## src/sv/nvt_ram.sv

```systemverilog
// Generic single-port-write, single-port-read RAM with registered read data.
module nvt_ram #(
    parameter  int WIDTH = 32,
    parameter  int DEPTH = 64,
    localparam int AW    = (DEPTH > 1) ? $clog2(DEPTH) : 1
) (
    input  logic             aclk,
    input  logic             wr_en,
    input  logic [AW-1:0]    wr_addr,
    input  logic [WIDTH-1:0] wr_data,
    input  logic [AW-1:0]    rd_addr,
    output logic [WIDTH-1:0] rd_data
);

    logic [WIDTH-1:0] mem [DEPTH];
    logic [WIDTH-1:0] rd_data_reg;

    always_ff @(posedge aclk) begin
        if (wr_en) begin
            mem[wr_addr] <= wr_data;
        end
        rd_data_reg <= mem[rd_addr];
    end

    assign rd_data = rd_data_reg;

endmodule

```

## config.mk

```make
export PLATFORM = sky130hd
export DESIGN_NAME = nvt_ram
export DESIGN_NICKNAME = d
export VERILOG_FILES = /design/src/sv/nvt_ram.sv
export SDC_FILE = /design/constraint.sdc
export NUM_CORES = 2
export LEC_CHECK = 0
export ABC_AREA = 0
export BUFFER_PORTS_ARGS = -buffer_cell sky130_fd_sc_hd__buf_2
export CAP_MARGIN = 10
export CORE_MARGIN = 2
export CORE_UTILIZATION = 65
export CTS_BUF_LIST = sky130_fd_sc_hd__clkbuf_8
export DETAILED_ROUTE_END_ITERATION = 7
export PLACE_DENSITY = 0.87
export SETUP_SLACK_MARGIN = 0.3
export SYNTH_ARGS = -nofsm -noshare
export SYNTH_HDL_FRONTEND = slang
export SYNTH_SLANG_ARGS = --single-unit
export TNS_END_PERCENT = 20
```

## constraint.sdc

```tcl
create_clock -name aclk -period 4 [get_ports aclk]
set_input_delay 0.4 -clock aclk [delete_from_list [all_inputs] [get_ports aclk]]
set_output_delay 0.4 -clock aclk [all_outputs]
set_load 0.1 [all_outputs]
```

==> flow_summary_export.csv <==
group,metric,value,unit
run_status,status,"complete, no violations",
timing,finalCriticalPeriod,2.57,ns
power_and_ir_drop,clkPwrFrac,37.0,%
job,maxCapViolations,0,
worst_setup_path,r2r_cells,4,
clock_network,clk_latency,0.98,ns
worst_setup_path,worstSetupStartpoint,"rd_addr[0]",
power_and_ir_drop,power_density,485,mW/mm2
clock_network,cts.repair.resized,0,
floorplan,rows,127,
power_and_ir_drop,power,0.0427,W
clock_network,cts_sinks,2080,
timing,setup_viol,0,
routing,drt_iter0_drc,7003,
final_layout,fillers,5863,
clock_network,cts.path.max_buffers,4,
routing,vias,40800,
power_and_ir_drop,internal-power,0.0327,W
floorplan,die_area,0.124,mm2
routing,routedWlPerCell,38.7,um
placement,place_hpwl,117000,um
worst_setup_path,cp-start-kind,"input pin",
worst_setup_path,cp_cell_sequence,"buf_8 -> buf_4 -> buf_4 -> mux4_2 -> mux4_2 -> o22ai_1 -> nor2_1",
timing,hold_viol,0,
yosys,synthDistinctLibCells,34,
power_and_ir_drop,swShare,23.3,%
worst_hold_path,holdCritPathClass,"in2reg",
final_layout,most-common-layout-cells,"edfxtp_1, mux4_2, clkbuf_8",
worst_hold_path,hold_depth,2,
final_layout,drive_above_1_share,31.7,%
worst_setup_path,rr_endpoint,"rd_data[11]$_DFF_P_",
worst_setup_path,crit_arrival,3.35,ns
grt,grt_pass1_vias,41900,
clock_network,cts_root_buffer,"clkbuf_8",
final_layout,finalNetCount,3772,
worst_setup_path,r2r_slack,1.61,ns
power_and_ir_drop,power_frac_comb,6.1,%
grt,antenna_found_initial,11,
timing,fin_skew,0.0837,ns
clock_network,cts_made_buffers,321,
routing,route.antenna.remaining_nets,0,
floorplan,die_x,352,um
timing,final.setup.tns,0,ns
yosys,syn_nets,3370,
clock_network,cts_tree,"built",
floorplan,io_pins,78,
worst_hold_path,hold_path_startpoint,"wr_data[28]",
yosys,synth_cells,3324,
worst_setup_path,critPathBufInv,3,
timing,rsz0062_at_grt,"false",
timing,slew_violations,0,
floorplan,core-area,0.120,mm2
worst_setup_path,slowest_stage,"mux4_2",
routing,drc,0,
routing,first_pass_iters,8,
timing,worst_pin_slew,1.31,ns
yosys,synth_area_per_cell,23.6,um2
yosys,ys_seq_area_share,79.1,%
yosys,ys_seq_elements,2080,
routing,vias_per_cell,7.34,
power_and_ir_drop,leakagePower,28.0,nW
timing,slew_headroom,12.9,%
power_and_ir_drop,power_frac_seq,56.9,%
worst_setup_path,r2r_start,"mem[27][11]$_DFFE_PP_",
grt,grt_max_degree,75,
power_and_ir_drop,vdd_drop_max,381,uV
worst_hold_path,hold_end,"mem[36][28]$_DFFE_PP_",
worst_setup_path,critical-path-top-delay-family,"buffers and inverters",
yosys,ys_warn_count,0,
grt,grt_usage,35.5,%
routing,routed_wl,215000,um
timing,min_period_over_period,64.2,%
final_layout,largest_register_ffs,2048,
worst_setup_path,worstPathMaxFanout,37,
floorplan,fp.dieH,352,um
placement,port_buffers,77,
worst_setup_path,cp.required,4.78,ns
grt,grt_pass1_wl,302000,um
placement,gp_congestion,0.838,
timing,fmax,390,MHz
worst_setup_path,critPathKind,"in2reg",
power_and_ir_drop,p_sw,0.00994,W
clock_network,clk_pin_slew,0.06,ns
grt,grt_remaining_overflow,0,
worst_setup_path,end_kind,"flop",
floorplan,start_util,65.5,%
final_layout,areaGrowthSynthToFinish,12.0,%
worst_setup_path,crit_path_max_incr_delay,0.55,ns
yosys,synth_area,0.0785,mm2
final_layout,final_common_cell,"edfxtp_1",
clock_network,htree_levels,5,
-- cell usage after synthesis --
cell type  count  share of area [%]
a21oi_1       62               0.40
a22oi_1       12               0.11
a311oi_1       8              0.089
a31oi_1        1             0.0080
a41o_1         4              0.051
and2_1         2              0.016
and3_1         4              0.032
buf_1         21               0.10
buf_2         57               0.36
buf_4         25               0.24
buf_6          5              0.072
clkbuf_1      74               0.35
dfxtp_1       32               0.82
edfxtp_1    2048                 78
mux2i_1       93                1.2
mux4_2       544                 16
nand2_1       26               0.12
nand2b_1       8              0.064
nand3_1        5              0.032
nand3b_1       5              0.048
nand4_1        2              0.016
nand4b_1       1              0.011
nor2_1       137               0.65
nor2b_1       15               0.12
nor3_1         7              0.045
o221ai_1      27               0.30
o22ai_1       84               0.67
o32ai_1        4              0.045
or2_0          1             0.0080
or2_1          1             0.0080
or2_2          1             0.0080
or3_1          3              0.024
or3b_1         2              0.022
or3b_2         3              0.033
-- cell families after synthesis --
| group | after synthesis | synth area share (%) |
|---|---|---|
| flops | 2080 | 79.1 |
| buf+inv | 182 | 1.13 |
| compound gates | 202 | 1.67 |
| simple gates | 223 | 1.27 |
| mux | 637 | 16.8 |
-- timing repair --
action	in CTS	in global routing
buffers inserted	0	0
hold buffers	1	2
endpoints found under the hold margin	31	12
-- power by group through the flow --
| stage | combinational [W] | clock (W) | sequential [W] |
|---|---|---|---|
| after floorplan | 0.00117 | 0 | 0.0250 |
| after CTS | 0.00256 | 0.0158 | 0.0243 |
| after detailed placement | 0.00252 | 0 | 0.0247 |
| final | 0.00260 | 0.0158 | 0.0243 |
| after global placement | 0.00241 | 0 | 0.0247 |
| after global routing | 0.00267 | 0.0166 | 0.0243 |
-- through the flow --
step	std cells	worst slack, ns	hold slack [ns]	util (%)	instance area [um2]
finish	5559	1.43	0.193	73.4	87900
global route	5557	1.44	0.175	73.4	87900
CTS	5550	1.38	0.113	73.3	87800
detailed placement	5010	0.426	0.736	68.7	82300
global placement	5010	0.469	0.691	68.7	82300
floorplan	3324	0.440	0.499	-	78500
-- worst max path at each step --
stage	endpoint	slack (ns)	cells after the start
2_1_floorplan	mem[48][0]$_DFFE_PP_	0.44	4
3_3_place_gp	rd_data[1]$_DFF_P_	0.47	7
3_5_place_dp	rd_data[1]$_DFF_P_	0.43	7
4_1_cts	rd_data[28]	1.38	1
5_1_grt	rd_data[28]	1.44	1
6_report	rd_data[1]$_DFF_P_	1.43	7
-- routing by layer --
metal / vias up / part of all wire [%] / wire length [um] / GRT usage [%]
li1: 15100 / - / - / -
met5: - / 0.027 / 59 / 0
met3: 942 / 15 / 32200 / 10.0
met1: 20500 / 30 / 64400 / 44.8
met2: 4272 / 48 / 104000 / 55.8
met4: 10 / 6.8 / 14600 / 21.5
-- cell type report --
type	instances	area [um2]	share of cell area [%]
Clock inverter	208	922	1.05
Clock buffer	331	4560	5.18
Multi-Input combinational cell	1062	16000	18.2
Antenna cell	5	12.5	0.0142
Tap cell	1612	2020	2.29
Timing Repair Buffer	261	2290	2.61
Sequential cell	2080	62100	70.7
Power figures use the tool's default switching activity.
