**src/sv/nvt_pkg.sv**
```systemverilog
// Shared types and codes for the named variable table.
package nvt_pkg;

    // Longest name that can be stored, in bytes.
    localparam int NAME_MAX_BYTES = 15;
    localparam int NAME_LOW_W     = 64;
    localparam int NAME_HIGH_W    = 56;
    localparam int VALUE_W        = 32;
    localparam int STATUS_W       = 3;

    // Stored form of a name: bytes after the terminator are zero.
    typedef struct packed {
        logic [NAME_HIGH_W-1:0] high;
        logic [NAME_LOW_W-1:0]  low;
    } key_t;

    typedef logic [STATUS_W-1:0] status_t;

    localparam status_t STATUS_UPDATED   = 3'd0;
    localparam status_t STATUS_CREATED   = 3'd1;
    localparam status_t STATUS_FULL      = 3'd2;
    localparam status_t STATUS_FOUND     = 3'd3;
    localparam status_t STATUS_NOT_FOUND = 3'd4;

    localparam logic CMD_SET = 1'b0;
    localparam logic CMD_GET = 1'b1;

    localparam logic [7:0] CHAR_NUL   = 8'h00;
    localparam logic [7:0] CHAR_SPACE = 8'h20;

    typedef enum logic [2:0] {
        ST_IDLE   = 3'b001,
        ST_SEARCH = 3'b010,
        ST_DONE   = 3'b100
    } state_t;

endpackage

```
**src/sv/nvt_canon.sv**
```systemverilog
// Name canonicalizer: cuts a name at the first space or NUL and at the length limit.
module nvt_canon #(
    parameter int NAME_BYTES = 16
) (
    input  logic [nvt_pkg::NAME_LOW_W-1:0]  name_low,
    input  logic [nvt_pkg::NAME_HIGH_W-1:0] name_high,
    output nvt_pkg::key_t                   key
);

    localparam int NB = nvt_pkg::NAME_MAX_BYTES;

    logic [NB*8-1:0] raw;
    logic [NB*8-1:0] cut;
    logic [NB-1:0]   keep;

    assign raw = {name_high, name_low};

    // keep[i] is high while every byte up to i is a live name character and i is under NAME_BYTES-1
    always_comb begin
        for (int i = 0; i < NB; i++) begin
            keep[i] = (i < NAME_BYTES - 1)
                   && (raw[i*8 +: 8] != nvt_pkg::CHAR_NUL)
                   && (raw[i*8 +: 8] != nvt_pkg::CHAR_SPACE);
            if (i > 0) begin
                keep[i] = keep[i] && keep[i-1];
            end
            cut[i*8 +: 8] = keep[i] ? raw[i*8 +: 8] : 8'h00;
        end
    end

    assign key.low  = cut[nvt_pkg::NAME_LOW_W-1:0];
    assign key.high = cut[NB*8-1:nvt_pkg::NAME_LOW_W];

endmodule

```
**config.mk**
```make
export PLATFORM = sky130hd
export DESIGN_NAME = nvt_canon
export DESIGN_NICKNAME = d
export VERILOG_FILES = /design/src/sv/nvt_pkg.sv /design/src/sv/nvt_canon.sv
export SDC_FILE = /design/constraint.sdc
export NUM_CORES = 1
export LEC_CHECK = 0
export BUFFER_PORTS_ARGS = -buffer_cell sky130_fd_sc_hd__buf_2
export CORE_AREA = 5 5 90 92
export DETAILED_ROUTE_END_ITERATION = 7
export DIE_AREA = 0 0 95 97
export PLACE_DENSITY_LB_ADDON = 0.08
export SLEW_MARGIN = 20
export SYNTH_ARGS = -nofsm -noshare
export SYNTH_HDL_FRONTEND = slang
export SYNTH_SLANG_ARGS = --single-unit
```
**constraint.sdc**
```tcl
create_clock -name vclk -period 3.2
set_clock_uncertainty 0.2 [all_clocks]
set_input_delay 0.64 -clock vclk [all_inputs]
set_output_delay 0.64 -clock vclk [all_outputs]
set_load 0.01 [all_outputs]
```
==> flow_results.org <==
** Hold path
- The path class of the tightest hold or removal check is input port to output pin.
- Hold path start :: name_low[2]

** Global route
- Number of global-route vias before repair :: about 2300
- Entering global routing, the biggest net connects 23 pins.
- The initial antenna violation count came to 0.
- Wire length of the first global-routing pass :: 11010 um
- Aggregate global-route resource usage :: roughly 14%
- After global routing the overflow that remains totals 0.

** Place
- Number of placed instances with taps included :: around 520
- Routability congestion estimate from global placement :: approximately 0.78
- Setup slack after placement :: 0.01570 ns
- Port buffer count :: 240
- Dpl hpwl :: 6766 um
- Area post-placement :: roughly 0.0026 mm^2

** Pwr
- Power comes to between 0.3 and 0.4 mW.
- Part of the power in combinational logic :: 100.0%
- Leakage dissipation :: around 1.5 nW
- Cell Int Power :: approximately 0.18 mW
- Peak VDD IR :: around 55 uV
- Share of total power in sequential cells :: 0%
- The analysis attributes to net switching a power of 0.1733 mW.
- P per Cell Area :: 136.0 mW/mm^2
- Share of power burned in the clock network :: 0%
- Sw Ratio :: a little under 50%

** Setup path
- Kind of capture point of the worst setup path :: output pin
- The critical path goes through buf_2 > or4_4 > nor4_2 > buf_4 > a211o_1 > or4_4 > nor3b_1 > buf_2.
- Startpoint-to-endpoint class of the critical path :: input port to output pin
- CP max FO :: 17
- For this run, the slowest stage of the critical path takes about 0.52 ns.
- Among all stages on the critical path, the largest delay is contributed by sky130_fd_sc_hd__or4_4.
- CP Launch Type :: input port
- STA puts the critical path data required time at around 2.4 ns.
- Arrival time worst endpoint :: 2.25 ns
- CP Launch Point :: name_high[10]

** Route
- Dividing the detail-routed wire length by the instance count gives 14.09 um.
- Using the TritonRoute via totals, the vias-per-cell ratio works out to approximately 4.3.
- Via count :: 2220
- Final Routed Wirelength :: between 7000 and 8000 um
- For this run, the detailed router's first-pass iteration total came to 4.
- DRC violation total after the first TritonRoute iteration :: 25
- Post-route DRC :: 0
- In this run the remaining antenna-violating nets after routing total 0.

** STA
- Timing would allow up to roughly 0.32 GHz.
- Of the available clock period, the critical path in the final layout requires between 90% and 100%.
- The tightest hold path in the finished design has a slack of roughly 1.3 ns.
- After routing, the total negative slack on setup checks comes to 0 ns.
- Measured against its own limit, the worst slew margin works out to between 50% and 60%.
- In the post-route analysis, the smallest setup slack over all paths is about 0.11 ns.
- The max-slew violation count came to 0.
- Finish-stage setup viols :: 0
- Min Clock Period, post-route :: approximately 3.1 ns
- Setup repair after global routing could not meet its margin everywhere.
- Final Hold Vio Count :: 0
- Worst Max-Slew Pin Slew :: roughly 0.61 ns

** Die
- From left edge to right edge, the die measures between 90 and 100 um.
- For this configuration, the core starts out at a cell density of 17.25%.
- Placeable core region :: between 0.007 and 0.008 mm^2
- IO Count :: between 200 and 250
- The die covers 0.009215 mm^2.
- In this run the core area contains 31 standard-cell rows.
- The floorplan step set the die height to around 97 um.

** Synthesis
- The number of different library cells used by synthesis comes to 25.
- Fraction of the mapped netlist area in compound gates :: 1.423%
- Synthesis produced a netlist with a net count of around 300.
- Dividing the synthesized area by the synthesized cell count gives between 6 and 7 um^2.
- Of the total synthesized cell area, the portion taken by full adders, half adders and majority gates is 0%.
- The mapped netlist covers 0.001231 mm^2.
- Yosys Warn Count :: 0
- Part of the Yosys area used for sequential elements :: 0%
- In the synthesized netlist, mux cells make up 0% of the area.
- Synthesis produced a netlist whose cell count is around 190.
- By area, the combinational part of the netlist is dominated by simple AND/OR/NAND/NOR gates.
- Summing the areas of all and, or, nand and nor instances in the mapped netlist gives between 80 and 90% of the synthesized area.
- Share of the synthesized netlist area taken by xor and xnor gates :: 0%

** Final layout
- Registers take 0 um^2.
- Finished layout cell area :: around 0.0026 mm^2
- Number of non-filler instances in the completed layout :: roughly 520
- The number of antenna diodes in the final layout is 0.
- Synthesis-to-finish area growth :: 113.0%
- Post-layout utilization of the core :: a little under two fifths
- Number of clock-tree buffers in the layout :: 0
- Seq cells :: 0
- Counting the fill cells in the layout gives between 800 and 900.
- Footprint of the multi-input gates :: about 0.0012 mm^2
- In the final design database the tool counted around 540 nets.
- Of the cells placed in the final design, the portion with a size suffix greater than 1 is approximately 66%.

** Run status
- Status :: complete, no violations

** Clock tree
- Once the clock tree was built, the setup fixing pass inserted 0 buffers.

** Flow run
- Max-cap violation count :: 0
==> worst max-delay path: cells and delay by family <==
family                 cells  cell delay [ns]
AND/OR/NAND/NOR            4             1.07
AO/OA/AOI/OAI              1             0.13
buffers and inverters      3             0.41
==> path summary, 6_finish.rpt <==
path / endpoint / slack [ns] / cells past startpoint
max: key[119] / 0.11 / 8
min: key[2] / 1.28 / 2
==> synth_stat cells <==
cell type,instances,area (um^2)
sky130_fd_sc_hd__and2_1,83,519.3
sky130_fd_sc_hd__nor4_4,1,21.27
sky130_fd_sc_hd__a211o_1,1,8.760
sky130_fd_sc_hd__nor2_2,1,6.260
sky130_fd_sc_hd__buf_12,1,20.02
sky130_fd_sc_hd__nand3_1,2,10.01
sky130_fd_sc_hd__or4_4,2,22.52
sky130_fd_sc_hd__nand4b_1,1,8.760
sky130_fd_sc_hd__nor4_2,2,25.02
sky130_fd_sc_hd__and3_4,1,11.26
sky130_fd_sc_hd__nor4_1,14,87.58
sky130_fd_sc_hd__or4_1,4,30.03
sky130_fd_sc_hd__buf_6,3,33.78
sky130_fd_sc_hd__buf_2,2,10.01
sky130_fd_sc_hd__inv_1,2,7.510
sky130_fd_sc_hd__and3_1,14,87.58
sky130_fd_sc_hd__nor2_1,1,3.750
sky130_fd_sc_hd__nor3b_1,7,52.55
sky130_fd_sc_hd__nand2b_1,1,6.260
sky130_fd_sc_hd__nor3_2,1,10.01
sky130_fd_sc_hd__nor3_1,13,65.06
sky130_fd_sc_hd__o41ai_1,1,8.760
sky130_fd_sc_hd__nand2_1,10,37.54
sky130_fd_sc_hd__clkbuf_1,10,37.54
sky130_fd_sc_hd__nor3b_2,8,100.1
==> placed cells by master (no fill, tap or decap), types with 2 or more instances in the layout <==
cell type and instances:
sky130_fd_sc_hd__nor3b_2 8, sky130_fd_sc_hd__nor3_2 2, sky130_fd_sc_hd__buf_2 240, sky130_fd_sc_hd__nor3b_1 7, sky130_fd_sc_hd__or4_4 4, sky130_fd_sc_hd__buf_12 2, sky130_fd_sc_hd__nor4_1 11, sky130_fd_sc_hd__nor3_1 12
sky130_fd_sc_hd__or4_1 2, sky130_fd_sc_hd__nor4_4 2, sky130_fd_sc_hd__nor4_2 4, sky130_fd_sc_hd__nand2_1 10, sky130_fd_sc_hd__and2_1 83, sky130_fd_sc_hd__and3_1 14, sky130_fd_sc_hd__buf_4 10
==> layout make-up <==
class	count	area share [%]
timing repair buffer	252	50.19
multi-input combinational	168	44.80
inverter	2	0.2863
tap	99	4.723
==> power groups by stage <==
stage               Sequential, mW  Combinational, mW  Clock (mW)
floorplan                        0              0.165           0
global placement                 0              0.360           0
detailed placement               0              0.359           0
CTS                              0              0.361           0
global route                     0              0.393           0
finish                           0              0.357           0
==> what timing repair did <==
action                                 CTS  global route
setup endpoints to repair                0            65
resized for setup                        0             9
endpoints found under the hold margin    0             0
hold buffers                             0             0
==> logic make-up after synthesis <==
family,Yosys count
buffers and inverters,18
and+or+nand+nor,166
AOI/OAI and AO/OA,2
==> metal layers <==
metal	vias up	GRT usage [%]	share of wire [%]	wire (um)
met5	-	0	0	0
met4	0	0.4440	0.29	21
met3	2	2.948	11	795
met2	138	30.75	55	4020
met1	964	14.31	34	2502
li1	1116	-	-	-
No activity file was read; power rests on OpenSTA's default activity.
